<file path="src/jts_pkg.sv">
// jts_pkg: shared types, constants and helpers of the JSON token scanner.
// No dependencies; every other file of the block uses it by scoped names.
`default_nettype none
package jts_pkg;

  // Width of the byte position counter; token positions go out in 32 bits.
  localparam int POS_W = 32;
  localparam logic [POS_W-1:0] POS_MAX = {POS_W{1'b1}};
  localparam logic [POS_W-1:0] POS_MAX_M1 = {{(POS_W-1){1'b1}}, 1'b0};

  // Queue depths (powers of two).
  localparam int CQ_DEPTH = 4;
  localparam int CQ_AW = $clog2(CQ_DEPTH);
  localparam int OQ_DEPTH = 4;
  localparam int OQ_AW = $clog2(OQ_DEPTH);

  // Token kinds.
  localparam logic [3:0] KIND_END    = 4'd0;
  localparam logic [3:0] KIND_LBRACK = 4'd1;
  localparam logic [3:0] KIND_RBRACK = 4'd2;
  localparam logic [3:0] KIND_LBRACE = 4'd3;
  localparam logic [3:0] KIND_RBRACE = 4'd4;
  localparam logic [3:0] KIND_COLON  = 4'd5;
  localparam logic [3:0] KIND_COMMA  = 4'd6;
  localparam logic [3:0] KIND_STRING = 4'd7;
  localparam logic [3:0] KIND_NUMBER = 4'd8;
  localparam logic [3:0] KIND_TRUE   = 4'd9;
  localparam logic [3:0] KIND_ERROR  = 4'd12;

  // Characters.
  localparam logic [7:0] CH_NUL    = 8'h00;
  localparam logic [7:0] CH_TAB    = 8'h09;
  localparam logic [7:0] CH_LF     = 8'h0a;
  localparam logic [7:0] CH_VT     = 8'h0b;
  localparam logic [7:0] CH_FF     = 8'h0c;
  localparam logic [7:0] CH_CR     = 8'h0d;
  localparam logic [7:0] CH_SPACE  = 8'h20;
  localparam logic [7:0] CH_QUOTE  = 8'h22;
  localparam logic [7:0] CH_PLUS   = 8'h2b;
  localparam logic [7:0] CH_COMMA  = 8'h2c;
  localparam logic [7:0] CH_MINUS  = 8'h2d;
  localparam logic [7:0] CH_DOT    = 8'h2e;
  localparam logic [7:0] CH_0      = 8'h30;
  localparam logic [7:0] CH_9      = 8'h39;
  localparam logic [7:0] CH_COLON  = 8'h3a;
  localparam logic [7:0] CH_UPPER_E = 8'h45;
  localparam logic [7:0] CH_LBRACK = 8'h5b;
  localparam logic [7:0] CH_RBRACK = 8'h5d;
  localparam logic [7:0] CH_LOWER_E = 8'h65;
  localparam logic [7:0] CH_LOWER_F = 8'h66;
  localparam logic [7:0] CH_LOWER_N = 8'h6e;
  localparam logic [7:0] CH_LOWER_T = 8'h74;
  localparam logic [7:0] CH_LBRACE = 8'h7b;
  localparam logic [7:0] CH_RBRACE = 8'h7d;

  // Literal selectors and spelled-out text, first character in the top byte.
  localparam logic [1:0] LIT_W_TRUE  = 2'd0;
  localparam logic [1:0] LIT_W_FALSE = 2'd1;
  localparam logic [1:0] LIT_W_NULL  = 2'd2;
  localparam logic [39:0] LIT_TRUE_S  = {"true", 8'h00};
  localparam logic [39:0] LIT_FALSE_S = "false";
  localparam logic [39:0] LIT_NULL_S  = {"null", 8'h00};

  // Byte classes from the front end.
  typedef enum logic [3:0] {
    CLS_WS, CLS_END, CLS_PUNCT, CLS_QUOTE, CLS_MINUS, CLS_PLUS,
    CLS_DIGIT, CLS_DOT, CLS_EXP, CLS_LIT, CLS_OTHER
  } cls_t;

  // One classified byte on its way to the lexer.
  typedef struct packed {
    logic [7:0]       text_byte;
    cls_t             cls;
    logic [3:0]       pkind;     // kind for punctuation bytes
    logic [POS_W-1:0] pos;
    logic [POS_W:0]   pos_p1;    // pos + 1, not saturated
    logic             at_max;    // pos is saturated
  } cmd_t;

  // One token as it leaves the block.
  typedef struct packed {
    logic [3:0]  kind;
    logic [31:0] start;
    logic [31:0] len;
    logic        last;
  } tok_t;

  // Up to two tokens written into the result queue in one cycle.
  typedef struct packed {
    logic v0;
    logic v1;
    tok_t t0;
    tok_t t1;
  } tok_wr_t;

  function automatic logic [31:0] to_out32(logic [POS_W:0] v);
    logic [64:0] w;
    w = 65'(v);
    return w[31:0];
  endfunction

  function automatic logic [2:0] lit_len(logic [1:0] w);
    return (w == LIT_W_FALSE) ? 3'd5 : 3'd4;
  endfunction

  function automatic logic [7:0] lit_char(logic [1:0] w, logic [2:0] i);
    logic [39:0] s;
    logic [7:0]  ch;
    s = (w == LIT_W_TRUE) ? LIT_TRUE_S : (w == LIT_W_FALSE) ? LIT_FALSE_S : LIT_NULL_S;
    case (i)
      3'd0:    ch = s[39:32];
      3'd1:    ch = s[31:24];
      3'd2:    ch = s[23:16];
      3'd3:    ch = s[15:8];
      3'd4:    ch = s[7:0];
      default: ch = CH_NUL;
    endcase
    return ch;
  endfunction

endpackage
`default_nettype wire

</file>
<file path="src/json_token_scanner.sv">
// json_token_scanner: top level of the byte-serial JSON tokenizer.
// Uses jts_pkg, jts_front, jts_cmd_fifo, jts_lexer and jts_tok_queue.
//
//  channel   ports                                      handshake
//  --------  -----------------------------------------  -------------------------
//  input     in_text_byte                               push && !full takes item
//  result    out_token_kind/start/length/last_of_run    pop && !empty takes item
//
// One text byte per cycle while the result queue has room: the lexer state machine
// takes one classified byte per cycle when the result queue has room for two tokens
// and writes up to two tokens into it. A byte's tokens reach the result ports
// through two registered queues (classify into the byte queue, lex into the result
// queue); the lexer can stall between them. A byte that closes a number, literal
// or unterminated string can give two tokens, which drain one per cycle while pop is held.
// Reset (rst_n low, synchronous) clears position, mode and both queues.
// A stalled result side fills the result queue, then the byte queue, then
// full rises; neither side waits on the other while there is queue space.
`default_nettype none
module json_token_scanner (
  input  wire logic        clk,
  input  wire logic        rst_n,
  input  wire logic        push,
  output logic             full,
  input  wire logic [7:0]  in_text_byte,
  output logic             empty,
  input  wire logic        pop,
  output logic [3:0]       out_token_kind,
  output logic [31:0]      out_token_start,
  output logic [31:0]      out_token_length,
  output logic             out_last_of_run
);

  jts_pkg::cmd_t    fe_cmd, lx_cmd;
  logic             fe_wr, lx_valid, lx_pop, oq_room;
  jts_pkg::tok_wr_t lx_wr;
  jts_pkg::tok_t    oq_head;

  // Front end: position counter and byte classes.
  jts_front u_front (
    .clk       (clk),
    .rst_n     (rst_n),
    .push      (push),
    .text_byte (in_text_byte),
    .full      (full),
    .cmd       (fe_cmd),
    .cmd_wr    (fe_wr)
  );

  // Decoupling queue: lets the lexer stall without stopping intake.
  jts_cmd_fifo u_cmd_fifo (
    .clk      (clk),
    .rst_n    (rst_n),
    .wr_en    (fe_wr),
    .wr_data  (fe_cmd),
    .full     (full),
    .rd_en    (lx_pop),
    .rd_valid (lx_valid),
    .rd_data  (lx_cmd)
  );

  // Back end: token state machine, runs only with room for two tokens.
  jts_lexer u_lexer (
    .clk       (clk),
    .rst_n     (rst_n),
    .cmd_valid (lx_valid),
    .cmd       (lx_cmd),
    .cmd_pop   (lx_pop),
    .room      (oq_room),
    .wr        (lx_wr)
  );

  // Result queue; its head drives the result ports.
  jts_tok_queue u_tok_queue (
    .clk   (clk),
    .rst_n (rst_n),
    .wr    (lx_wr),
    .room  (oq_room),
    .pop   (pop),
    .empty (empty),
    .head  (oq_head)
  );

  assign out_token_kind = oq_head.kind;
  assign out_token_start = oq_head.start;
  assign out_token_length = oq_head.len;
  assign out_last_of_run = oq_head.last;

endmodule
`default_nettype wire

</file>
<file path="src/jts_front.sv">
// jts_front: byte position counter and byte classifier.
// Uses jts_pkg; feeds jts_cmd_fifo.
`default_nettype none
module jts_front (
  input  wire logic            clk,
  input  wire logic            rst_n,
  input  wire logic            push,
  input  wire logic [7:0]      text_byte,
  input  wire logic            full,
  output jts_pkg::cmd_t        cmd,
  output logic                 cmd_wr
);

  logic [jts_pkg::POS_W-1:0] pos_r, pos_nxt;
  logic [jts_pkg::POS_W:0]   pos_p1;
  logic                      at_max;

  assign cmd_wr = push && !full;
  assign at_max = (pos_r == jts_pkg::POS_MAX);
  assign pos_p1 = {1'b0, pos_r} + {{jts_pkg::POS_W{1'b0}}, 1'b1};
  assign pos_nxt = at_max ? pos_r : pos_p1[jts_pkg::POS_W-1:0];

  always_comb begin
    cmd.text_byte = text_byte;
    cmd.pos = pos_r;
    cmd.pos_p1 = pos_p1;
    cmd.at_max = at_max;
    cmd.pkind = jts_pkg::KIND_ERROR;
    cmd.cls = jts_pkg::CLS_OTHER;
    case (text_byte)
      jts_pkg::CH_SPACE, jts_pkg::CH_TAB, jts_pkg::CH_LF,
      jts_pkg::CH_VT, jts_pkg::CH_FF, jts_pkg::CH_CR: cmd.cls = jts_pkg::CLS_WS;
      jts_pkg::CH_NUL:   cmd.cls = jts_pkg::CLS_END;
      jts_pkg::CH_LBRACK: begin
        cmd.cls = jts_pkg::CLS_PUNCT;
        cmd.pkind = jts_pkg::KIND_LBRACK;
      end
      jts_pkg::CH_RBRACK: begin
        cmd.cls = jts_pkg::CLS_PUNCT;
        cmd.pkind = jts_pkg::KIND_RBRACK;
      end
      jts_pkg::CH_LBRACE: begin
        cmd.cls = jts_pkg::CLS_PUNCT;
        cmd.pkind = jts_pkg::KIND_LBRACE;
      end
      jts_pkg::CH_RBRACE: begin
        cmd.cls = jts_pkg::CLS_PUNCT;
        cmd.pkind = jts_pkg::KIND_RBRACE;
      end
      jts_pkg::CH_COLON: begin
        cmd.cls = jts_pkg::CLS_PUNCT;
        cmd.pkind = jts_pkg::KIND_COLON;
      end
      jts_pkg::CH_COMMA: begin
        cmd.cls = jts_pkg::CLS_PUNCT;
        cmd.pkind = jts_pkg::KIND_COMMA;
      end
      jts_pkg::CH_QUOTE: cmd.cls = jts_pkg::CLS_QUOTE;
      jts_pkg::CH_MINUS: cmd.cls = jts_pkg::CLS_MINUS;
      jts_pkg::CH_PLUS:  cmd.cls = jts_pkg::CLS_PLUS;
      jts_pkg::CH_DOT:   cmd.cls = jts_pkg::CLS_DOT;
      jts_pkg::CH_LOWER_E, jts_pkg::CH_UPPER_E: cmd.cls = jts_pkg::CLS_EXP;
      jts_pkg::CH_LOWER_T, jts_pkg::CH_LOWER_F,
      jts_pkg::CH_LOWER_N: cmd.cls = jts_pkg::CLS_LIT;
      default: begin
        if (text_byte >= jts_pkg::CH_0 && text_byte <= jts_pkg::CH_9) begin
          cmd.cls = jts_pkg::CLS_DIGIT;
        end
      end
    endcase
  end

  always_ff @(posedge clk) begin
    if (!rst_n) begin
      pos_r <= '0;
    end else if (cmd_wr) begin
      pos_r <= pos_nxt;
    end
  end

endmodule
`default_nettype wire

</file>
<file path="src/jts_cmd_fifo.sv">
// jts_cmd_fifo: short queue of classified bytes between front end and lexer.
// Uses jts_pkg.
`default_nettype none
module jts_cmd_fifo (
  input  wire logic          clk,
  input  wire logic          rst_n,
  input  wire logic          wr_en,
  input  jts_pkg::cmd_t      wr_data,
  output logic               full,
  input  wire logic          rd_en,
  output logic               rd_valid,
  output jts_pkg::cmd_t      rd_data
);

  jts_pkg::cmd_t mem_r [jts_pkg::CQ_DEPTH];
  logic [jts_pkg::CQ_AW-1:0] wptr_r, rptr_r;
  logic [jts_pkg::CQ_AW:0]   cnt_r;
  logic                      do_rd;

  assign full = (cnt_r == (jts_pkg::CQ_AW+1)'(jts_pkg::CQ_DEPTH));
  assign rd_valid = (cnt_r != '0);
  assign rd_data = mem_r[rptr_r];
  assign do_rd = rd_en && rd_valid;

  always_ff @(posedge clk) begin
    if (wr_en) begin
      mem_r[wptr_r] <= wr_data;
    end
  end

  always_ff @(posedge clk) begin
    if (!rst_n) begin
      wptr_r <= '0;
      rptr_r <= '0;
      cnt_r <= '0;
    end else begin
      if (wr_en) wptr_r <= wptr_r + jts_pkg::CQ_AW'(1);
      if (do_rd) rptr_r <= rptr_r + jts_pkg::CQ_AW'(1);
      if (wr_en && !do_rd) cnt_r <= cnt_r + (jts_pkg::CQ_AW+1)'(1);
      else if (!wr_en && do_rd) cnt_r <= cnt_r - (jts_pkg::CQ_AW+1)'(1);
    end
  end

endmodule
`default_nettype wire

</file>
<file path="src/jts_tok_queue.sv">
// jts_tok_queue: result queue, takes up to two tokens a cycle, gives one per pop.
// Uses jts_pkg.
`default_nettype none
module jts_tok_queue (
  input  wire logic          clk,
  input  wire logic          rst_n,
  input  jts_pkg::tok_wr_t   wr,
  output logic               room,   // space for two more tokens
  input  wire logic          pop,
  output logic               empty,
  output jts_pkg::tok_t      head
);

  jts_pkg::tok_t mem_r [jts_pkg::OQ_DEPTH];
  logic [jts_pkg::OQ_AW-1:0] wptr_r, rptr_r, wptr_p1;
  logic [jts_pkg::OQ_AW:0]   cnt_r, n_wr;
  logic                      do_rd;

  assign empty = (cnt_r == '0);
  assign room = (cnt_r <= (jts_pkg::OQ_AW+1)'(jts_pkg::OQ_DEPTH - 2));
  assign head = mem_r[rptr_r];
  assign do_rd = pop && !empty;
  assign wptr_p1 = wptr_r + jts_pkg::OQ_AW'(1);
  assign n_wr = (jts_pkg::OQ_AW+1)'(wr.v0) + (jts_pkg::OQ_AW+1)'(wr.v1);

  always_ff @(posedge clk) begin
    if (wr.v0) mem_r[wptr_r] <= wr.t0;
    if (wr.v1) mem_r[wptr_p1] <= wr.t1;
  end

  always_ff @(posedge clk) begin
    if (!rst_n) begin
      wptr_r <= '0;
      rptr_r <= '0;
      cnt_r <= '0;
    end else begin
      wptr_r <= wptr_r + n_wr[jts_pkg::OQ_AW-1:0];
      if (do_rd) rptr_r <= rptr_r + jts_pkg::OQ_AW'(1);
      cnt_r <= cnt_r + n_wr - (jts_pkg::OQ_AW+1)'(do_rd);
    end
  end

endmodule
`default_nettype wire

</file>
<file path="src/jts_lexer.sv">
// jts_lexer: token state machine, one classified byte per cycle while room is high.
// Uses jts_pkg; reads jts_cmd_fifo, writes jts_tok_queue.
`default_nettype none
module jts_lexer (
  input  wire logic          clk,
  input  wire logic          rst_n,
  input  wire logic          cmd_valid,
  input  jts_pkg::cmd_t      cmd,
  output logic               cmd_pop,
  input  wire logic          room,
  output jts_pkg::tok_wr_t   wr
);

  typedef enum logic [3:0] {
    M_IDLE, M_STRING, M_LITERAL, M_NSIGN, M_NINT,
    M_NDOT, M_NFRAC, M_NEXPE, M_NEXPS, M_NEXP
  } mode_t;

  mode_t                     mode_r, mode_nxt, num_nx;
  logic [1:0]                which_r, which_nxt, w_eff;
  logic [2:0]                idx_r, idx_nxt, idx_p1;
  logic [jts_pkg::POS_W-1:0] start_r, start_nxt, start_m1_r, start_m1_nxt;

  logic                      accept, ahead;
  logic [jts_pkg::POS_W-1:0] len0;
  logic [jts_pkg::POS_W:0]   len1;

  logic                      f_emit, i_emit, run_idle, num_done;
  logic [3:0]                f_kind, i_kind;
  logic [jts_pkg::POS_W-1:0] f_start;
  logic [jts_pkg::POS_W:0]   f_len;
  jts_pkg::tok_t             tf, ti;

  assign accept = cmd_valid && room;
  assign cmd_pop = accept;

  // Open token length up to this byte, and that plus one.
  assign ahead = (cmd.pos >= start_r);
  assign len0 = ahead ? (cmd.pos - start_r) : '0;
  assign len1 = ahead ? (cmd.pos_p1 - {1'b0, start_r})
                      : {{jts_pkg::POS_W{1'b0}}, 1'b1};

  assign w_eff = (which_r == 2'd3) ? jts_pkg::LIT_W_NULL : which_r;
  assign idx_p1 = idx_r + 3'd1;

  always_comb begin
    num_nx = M_IDLE;
    case (mode_r)
      M_NSIGN: if (cmd.cls == jts_pkg::CLS_DIGIT) num_nx = M_NINT;
      M_NINT: begin
        if (cmd.cls == jts_pkg::CLS_DIGIT) num_nx = M_NINT;
        else if (cmd.cls == jts_pkg::CLS_DOT) num_nx = M_NDOT;
        else if (cmd.cls == jts_pkg::CLS_EXP) num_nx = M_NEXPE;
      end
      M_NDOT: if (cmd.cls == jts_pkg::CLS_DIGIT) num_nx = M_NFRAC;
      M_NFRAC: begin
        if (cmd.cls == jts_pkg::CLS_DIGIT) num_nx = M_NFRAC;
        else if (cmd.cls == jts_pkg::CLS_EXP) num_nx = M_NEXPE;
      end
      M_NEXPE: begin
        if (cmd.cls == jts_pkg::CLS_DIGIT) num_nx = M_NEXP;
        else if (cmd.cls == jts_pkg::CLS_PLUS || cmd.cls == jts_pkg::CLS_MINUS) begin
          num_nx = M_NEXPS;
        end
      end
      M_NEXPS, M_NEXP: if (cmd.cls == jts_pkg::CLS_DIGIT) num_nx = M_NEXP;
      default: num_nx = M_IDLE;
    endcase
  end

  assign num_done = (mode_r == M_NINT) || (mode_r == M_NFRAC) || (mode_r == M_NEXP);

  always_comb begin
    mode_nxt = mode_r;
    which_nxt = which_r;
    idx_nxt = idx_r;
    start_nxt = start_r;
    start_m1_nxt = start_m1_r;
    f_emit = 1'b0;
    f_kind = jts_pkg::KIND_ERROR;
    f_start = start_r;
    f_len = {1'b0, len0};
    run_idle = 1'b0;
    i_emit = 1'b0;
    i_kind = jts_pkg::KIND_ERROR;

    // Close or extend the open token.
    unique case (mode_r)
      M_STRING: begin
        if (cmd.cls == jts_pkg::CLS_QUOTE) begin
          f_emit = 1'b1;
          f_kind = jts_pkg::KIND_STRING;
          mode_nxt = M_IDLE;
        end else if (cmd.cls == jts_pkg::CLS_END) begin
          // unterminated string: error covers the opening quote too
          f_emit = 1'b1;
          f_start = start_m1_r;
          f_len = len1;
          run_idle = 1'b1;
        end
      end
      M_LITERAL: begin
        if (idx_r < jts_pkg::lit_len(w_eff) &&
            cmd.text_byte == jts_pkg::lit_char(w_eff, idx_r)) begin
          idx_nxt = idx_p1;
          if (idx_p1 == jts_pkg::lit_len(w_eff)) begin
            f_emit = 1'b1;
            f_kind = jts_pkg::KIND_TRUE + {2'b00, w_eff};
            f_len = len1;
            mode_nxt = M_IDLE;
          end
        end else begin
          f_emit = 1'b1;
          run_idle = 1'b1;
        end
      end
      M_NSIGN, M_NINT, M_NDOT, M_NFRAC, M_NEXPE, M_NEXPS, M_NEXP: begin
        if (num_nx != M_IDLE) begin
          mode_nxt = num_nx;
        end else begin
          f_emit = 1'b1;
          f_kind = num_done ? jts_pkg::KIND_NUMBER : jts_pkg::KIND_ERROR;
          run_idle = 1'b1;
        end
      end
      default: run_idle = 1'b1;
    endcase

    // Lex the byte from idle.
    if (run_idle) begin
      mode_nxt = M_IDLE;
      unique case (cmd.cls)
        jts_pkg::CLS_WS: ;
        jts_pkg::CLS_END: begin
          i_emit = 1'b1;
          i_kind = jts_pkg::KIND_END;
        end
        jts_pkg::CLS_PUNCT: begin
          i_emit = 1'b1;
          i_kind = cmd.pkind;
        end
        jts_pkg::CLS_QUOTE: begin
          mode_nxt = M_STRING;
          start_nxt = cmd.at_max ? cmd.pos : cmd.pos_p1[jts_pkg::POS_W-1:0];
          start_m1_nxt = cmd.at_max ? jts_pkg::POS_MAX_M1 : cmd.pos;
        end
        jts_pkg::CLS_MINUS: begin
          mode_nxt = M_NSIGN;
          start_nxt = cmd.pos;
        end
        jts_pkg::CLS_DIGIT: begin
          mode_nxt = M_NINT;
          start_nxt = cmd.pos;
        end
        jts_pkg::CLS_LIT: begin
          mode_nxt = M_LITERAL;
          idx_nxt = 3'd1;
          start_nxt = cmd.pos;
          if (cmd.text_byte == jts_pkg::CH_LOWER_T) which_nxt = jts_pkg::LIT_W_TRUE;
          else if (cmd.text_byte == jts_pkg::CH_LOWER_F) which_nxt = jts_pkg::LIT_W_FALSE;
          else which_nxt = jts_pkg::LIT_W_NULL;
        end
        default: begin
          i_emit = 1'b1;
          i_kind = jts_pkg::KIND_ERROR;
        end
      endcase
    end
  end

  always_comb begin
    tf.kind = f_kind;
    tf.start = jts_pkg::to_out32({1'b0, f_start});
    tf.len = jts_pkg::to_out32(f_len);
    tf.last = !i_emit;
    ti.kind = i_kind;
    ti.start = jts_pkg::to_out32({1'b0, cmd.pos});
    ti.len = 32'd1;
    ti.last = 1'b1;
    wr.v0 = accept && (f_emit || i_emit);
    wr.v1 = accept && f_emit && i_emit;
    wr.t0 = f_emit ? tf : ti;
    wr.t1 = ti;
  end

  always_ff @(posedge clk) begin
    if (!rst_n) begin
      mode_r <= M_IDLE;
      which_r <= '0;
      idx_r <= '0;
      start_r <= '0;
      start_m1_r <= '0;
    end else if (accept) begin
      mode_r <= mode_nxt;
      which_r <= which_nxt;
      idx_r <= idx_nxt;
      start_r <= start_nxt;
      start_m1_r <= start_m1_nxt;
    end
  end

  // No token without a byte taken in the same cycle.
  a_tok_needs_byte: assert property (@(posedge clk) disable iff (!rst_n)
    (wr.v0 || wr.v1) |-> accept)
    else $error("token written without a byte");

  // Two tokens from one byte only when an open token closes.
  a_pair_closes: assert property (@(posedge clk) disable iff (!rst_n)
    wr.v1 |-> (mode_r != M_IDLE))
    else $error("token pair from idle");

  // Mode moves only on a taken byte.
  a_mode_hold: assert property (@(posedge clk) disable iff (!rst_n)
    !accept |=> $stable(mode_r))
    else $error("mode changed without a byte");

  // Inside a literal at least its first letter has matched.
  a_lit_idx: assert property (@(posedge clk) disable iff (!rst_n)
    (mode_r == M_LITERAL) |-> (idx_r != 3'd0))
    else $error("literal index zero in literal mode");

endmodule
`default_nettype wire
</file>
<file path="config.mk">
export PLATFORM = sky130hd
export DESIGN_NAME = json_token_scanner
export DESIGN_NICKNAME = d
export VERILOG_FILES = /design/src/jts_pkg.sv /design/src/json_token_scanner.sv /design/src/jts_front.sv /design/src/jts_cmd_fifo.sv /design/src/jts_tok_queue.sv /design/src/jts_lexer.sv
export SDC_FILE = /design/constraint.sdc
export NUM_CORES = 1
export LEC_CHECK = 0
export ABC_AREA = 1
export BUFFER_PORTS_ARGS = -buffer_cell sky130_fd_sc_hd__buf_2
export CAP_MARGIN = 10
export CORE_UTILIZATION = 30
export CTS_BUF_LIST = sky130_fd_sc_hd__clkbuf_2 sky130_fd_sc_hd__clkbuf_4 sky130_fd_sc_hd__clkbuf_8
export DETAILED_ROUTE_END_ITERATION = 16
export SLEW_MARGIN = 25
export SYNTH_ARGS = -nofsm -noshare
export SYNTH_HDL_FRONTEND = slang
export SYNTH_SLANG_ARGS = --single-unit
</file>
<file path="constraint.sdc">
create_clock -name clk -period 4.8 [get_ports clk]
set_clock_uncertainty 0.15 [all_clocks]
set_input_delay 0.96 -clock clk [delete_from_list [all_inputs] [get_ports clk]]
set_output_delay 0.96 -clock clk [all_outputs]
set_load 0.02 [all_outputs]
</file>
# Yosys cells after proc, flatten, opt, wreduce, memory -nomap -nowiden
# Memory sizes are Yosys's and may differ from the RTL's. A register that Yosys moved wholly into a read port is not among the register bits.
# Index checks and enable logic that the tools add are counted.
# totals
reg_bits,119
mem_bits_rw,604
inputBits,12
output_inout_bits,71
elab_cells,210
mem_count,2
# mem_list
memory,words,width,rd,rd_clocked_by_memory_dff,write_ports,line_no,text
u_cmd_fifo.mem_r,4,82,1,1,1,jts_cmd_fifo.sv:15,jts_pkg::cmd_t mem_r [jts_pkg::CQ_DEPTH];
u_tok_queue.mem_r,4,69,1,1,2,jts_tok_queue.sv:14,jts_pkg::tok_t mem_r [jts_pkg::OQ_DEPTH];
# op_classes
add_sub_neg,15
order_cmp,5
eq_ne,55
n_mux,77
bitwise,1
reduce_logical,43
# op_table
operator,count
two-way mux 32 bit,11
one-hot mux 32 bit (2 select lines),2
== test 8 x 7 -> 1 bit (second input constant),11
two-way mux 69 bit,1
two-way mux 4 bit,17
subtractor 32 bit,2
== test 8 x 6 -> 1 bit (second input constant),7
one-hot mux 4 bit (6 select lines),2
== test 8 x 4 -> 1 bit (second input constant),5
two-way mux 40 bit,1
one-hot mux 8 bit (5 select lines),1
two-way mux 36 bit,1
one-hot mux 4 bit (9 select lines),1
adder 32 x 1 -> 33 bit (second input constant),1
== test 32 bit (second input constant),1
== test 4 x 3 -> 1 bit (second input constant),8
greater-or-equal comparator 32 bit,1
two-way mux 3 bit,10
one-hot mux 4 bit (3 select lines),2
== test 4 x 2 -> 1 bit (second input constant),4
== test 4 bit (second input constant),4
two-way mux 1 bit,16
two-way mux 2 bit,7
!= test 3 x 1 -> 1 bit (second input constant),4
43 further kinds,76

# Logic depth before layout (Yosys ltp)
# depth
ltp_word,17
ltp_mapped,26
mapped_depth_nobuf,24

# By module
# Synthesis repeated with hierarchy kept, for this count alone.
# hier_totals
hier_cells,4365
hier_area_um2,38977.4
# by_module_without_submodules
module,n_inst,cells_per_inst,area_per_inst_um2,seq_area_each_um2
jts_tok_queue,1,1419,14204.9,8468.1
jts_cmd_fifo,1,856,12718.4,10029.6
jts_lexer,1,1608,9441.6,1461.4
jts_front,1,482,2612.5,640.6

# Worst setup path after synthesis
# No wires, ideal clock.
# synth_timing
kind,input to register
start,in push
end,"mem u_cmd_fifo.mem_r[0][0] in the netlist's numbering, enable pin"
setup_ns,0.521
arrival_time_ns,4.505
t_required_ns,4.129
setup_slack_ns,-0.377
cell_stages,2
path_buffers,0
cell_sequence,nand2_1 nor2_1
# synth_via
elab_chain_len,3
# synth_lines
element,line_no,text
start: declaration,json_token_scanner.sv:22,"input wire logic push,"
logical AND 1 bit,jts_front.sv:18,assign cmd_wr = push && !full;
two-way mux 1 bit,jts_cmd_fifo.sv:26,if (wr_en) begin
two-way mux 1 bit (not written as such),jts_cmd_fifo.sv:27,mem_r[wptr_r] <= wr_data;
end: declaration,jts_cmd_fifo.sv:15,
# No other way between the ends.

==> summary.md <==
| Metric | Value |
|---|---|
| Synth cell types | 57 |
| Drt first-iter violations | 3270 |
| Die height | 351 um |
| Row count | 127 |
| Period utilisation layout | 0.938 |
| Largest net degree at the start of global routing | 139 |
| Clock sink count | 723 |
| Predominant post-synthesis flop cell | edfxtp_1 |
| Final hold vios | 0 |
| Max-cap violation count | 0 |
| Most frequent cells in the layout | 1098 x nand2_1, 468 x edfxtp_1, 466 x nor2_1 |
| Area Overhead vs Synth | 14.0% |
| Clock buffer depth | 3 |
| Ys Warns | 0 |
| Tmin final | 4.50 ns |
| Worst VDD drop | 0.456 mV |
| Max_slew headroom | 0.349 |
| Die ar. | 0.123 sq mm |
| # setup viols final | 0 |
| Power per standard cell area | 807 mW/mm^2 |
| CP max stage cell | dfxtp_4 |
| Worst-Margin Slew | 0.973 ns |
| Post-detailed-route count of antenna-violating nets | 0 |
| RD Place Congestion | 1.00 |
| Startpoint types | flop |
| CP peak stage delay | 0.54 ns |
| Post-synthesis sequential area ratio | 0.525 |
| Htree depth | 3 |
| Leading cell type in the layout, fill and taps excluded | nand2_1 |
| Fmax | 222 MHz |
| Inst Count DP | 5913 |
| Final #Nets | 4512 |
| Synthesized area per cell | 8.43 sq um |
| Worst min-delay path category | in -> reg |
| Pre-CTS WS | 0.196 ns |
| Async SR Flop Fraction | 0 |
| Initial antenna violation count | 1 |
| WP buf/inv | 4 |
| RSZ-0062 raised after global routing | no |
| P_leak | 16.6 nW |
| Vias in the first global route | 29700 |
| Vias per cell | 5.16 |
| Critical path class | reg -> reg |
| CTS tree | built |
| Wire length per cell | 19.8 um |
| Initial Utilization | 0.303 |
| EDFF count, synth | 468 |
| Clk_lat worst skew | 0.82 ns |
| Drt drc | 0 |
| Cell area after synthesis | 0.0365 sq mm |
| CP top delay family | compound AO/OA/AOI/OAI gates |
| Routed WL | 121000 um |
| Pre-antenna DRT Iters | 6 |
| Layout cell share with drive strength beyond 1 | 0.110 |
| Worst setup EP type | flop |
| Reg clk slew, reported paths | 0.06 ns |
| I/O Buffers | 82 |
| Die span in x | 351 um |
| Outcome | complete, no violations |
| Cell with the most instances on the worst path | nand2_1 |
| Total grt overflow | 0 |
| Routed vias | 31600 |
| CTS root buffer | clkbuf_8 |
| Syn_nets | 4425 |
| Core Region | 0.120 sq mm |
| Layout Cells excl Fill | 6127 |
| FF+latch count, synth | 723 |
| WP data arrival | 5.08 ns |
| Cells after Synth | 4329 |
| Pwr Total | 33.6 mW |
| Max Fanout on Critical Path | 68 |
| Worst Hold Launch | in_text_byte[6] |
| Top Ports | 83 |
| Worst setup margin | 0.298 ns |
| Clock buffer count from CTS | 113 |
| First-pass GRT wire length | 183000 um |
| Detailed placement HPWL | 81500 um |
| Slew Limit Fails | 0 |
| Critical path, cell by cell | buf_12, nand2_1, a32oi_1, inv_1, ha_1, inv_1, fa_1, nand2_1, o21ai_0, nand2_1, nand2_1, nand2_1, nand2_1, nand2_1, nand3_1, nand2_1, nand2_1, nand2_1, buf_12, a21oi_1, nand2_1, nand2_1 |
| Req. time, crit path | 5.38 ns |
| Global-route usage over all layers | 0.194 |
| Setup bufs post-CTS | 0 |
## sequential cells by signal (all words and copies together) (netlist names), named ones only
| signal | count |
|---|---|
| u_tok_queue.mem_r | 276 |
| u_cmd_fifo.mem_r | 324 |
| u_tok_queue.cnt_r | 3 |
| u_cmd_fifo.rptr_r | 2 |
| u_lexer.start_r | 32 |
| u_lexer.idx_r | 3 |
| u_front.pos_r | 32 |
| u_tok_queue.wptr_r | 2 |
| u_cmd_fifo.wptr_r | 2 |
| u_tok_queue.rptr_r | 2 |
| u_lexer.which_r | 2 |
| u_lexer.mode_r | 4 |
| u_lexer.start_m1_r | 32 |
| u_cmd_fifo.cnt_r | 3 |
## metal layers
| layer | global-route usage | vias to the layer above | part of all wire |
|---|---|---|---|
| met5 | 0 | - | 0 |
| met4 | 0.0861 | 0 | 0.039 |
| li1 | - | 15100 | - |
| met1 | 0.253 | 15100 | 0.43 |
| met3 | 0.0293 | 243 | 0.071 |
| met2 | 0.316 | 1254 | 0.46 |
## report_power, final
part | leakage [nW] | total, mW | switching, mW | internal (mW)
logic | 8.90 | 19.1 | 13.6 | 5.51
clock network | 1.32 | 5.72 | 2.57 | 3.15
registers | 6.37 | 8.79 | 0.574 | 8.21
total | 16.6 | 33.6 | 16.7 | 16.9
## kinds of logic (layout without fill, tap and decap cells)
group / Yosys count / in the layout / share of synthesized area
AO/OA/AOI/OAI: 889 / 889 / 0.136
XOR/XNOR: 53 / 53 / 0.0127
adder cells (fa/ha/maj): 84 / 84 / 0.0296
buffers and inverters: 482 / 667 / 0.0567
flip-flops: 723 / 723 / 0.525
multiplexers: 1 / 1 / 0.000308
other: 0 / 1 / 0
AND/OR/NAND/NOR: 2097 / 2097 / 0.240
## area by class of cell
class / instances / area [sq um]
Fill cell: 12500 / 78700
Sequential cell: 723 / 19200
Multi-Input combinational cell: 3124 / 15400
Clock buffer: 168 / 2060
Tap cell: 1612 / 2020
Timing Repair Buffer: 215 / 1660
Inverter: 239 / 906
Clock inverter: 45 / 442
Antenna cell: 1 / 2.50
## worst paths after layout
path / depth (start not counted) / to / slack (ns)
setup / recovery: 22 / u_tok_queue.mem_r[3][7]$_SDFFE_PP0N_ / 0.30
hold / removal: 1 / u_cmd_fifo.mem_r[3][80]$_DFFE_PP_ / 0.27
setup reg to reg: 22 / u_tok_queue.mem_r[3][7]$_SDFFE_PP0N_ / 0.30
hold reg to reg: 2 / u_tok_queue.mem_r[1][9]$_SDFFE_PP0P_ / 0.31
## synth_stat cells, types with 3 or more instances
cell	number	area (sq um)
o21ai_0	387	1940
ha_1	80	1000
nand3_1	375	1880
o211ai_1	27	203
a21o_1	3	22.5
nand2_2	4	25.0
a211oi_1	40	300
xor2_1	44	385
a31oi_1	5	31.3
o22ai_1	101	632
o21bai_1	3	22.5
fa_1	4	80.1
xnor2_1	9	78.8
buf_2	69	345
clkbuf_1	129	484
a21oi_1	243	1220
nand3b_1	9	67.6
dfxtp_1	255	5100
nand2_4	4	45.0
buf_1	16	60.1
nand3_4	5	87.6
a32oi_1	33	289
nand2_1	1099	4130
nor2_1	472	1770
inv_2	14	52.6
nor4_1	12	75.1
inv_1	223	837
o21a_1	5	37.5
or2_2	21	131
nand4_1	18	113
edfxtp_1	468	14100
nor2_2	5	31.3
o21ai_1	26	130
nor3_1	63	315
buf_4	12	90.1
buf_6	17	191
## through the flow
step | hold WS [ns] | TNS (ns) | cell area, sq um | util
6_report | 0.273 | 0 | 41600 | 0.346
5_1_grt | 0.246 | 0 | 41600 | 0.346
4_1_cts | 0.205 | 0 | 41600 | 0.346
3_5_place_dp | 0.300 | 0 | 39100 | 0.325
3_3_place_gp | 0.300 | 0 | 39100 | 0.325
2_1_floorplan | 0.286 | -122.06 | 36500 | -
## repair_timing
item,CTS,global route
hold buffers,0,0
hold endpoints to repair,0,0
gates resized for setup,0,7
endpoints found under the setup margin,0,52
Power figures use the tool's default switching activity.
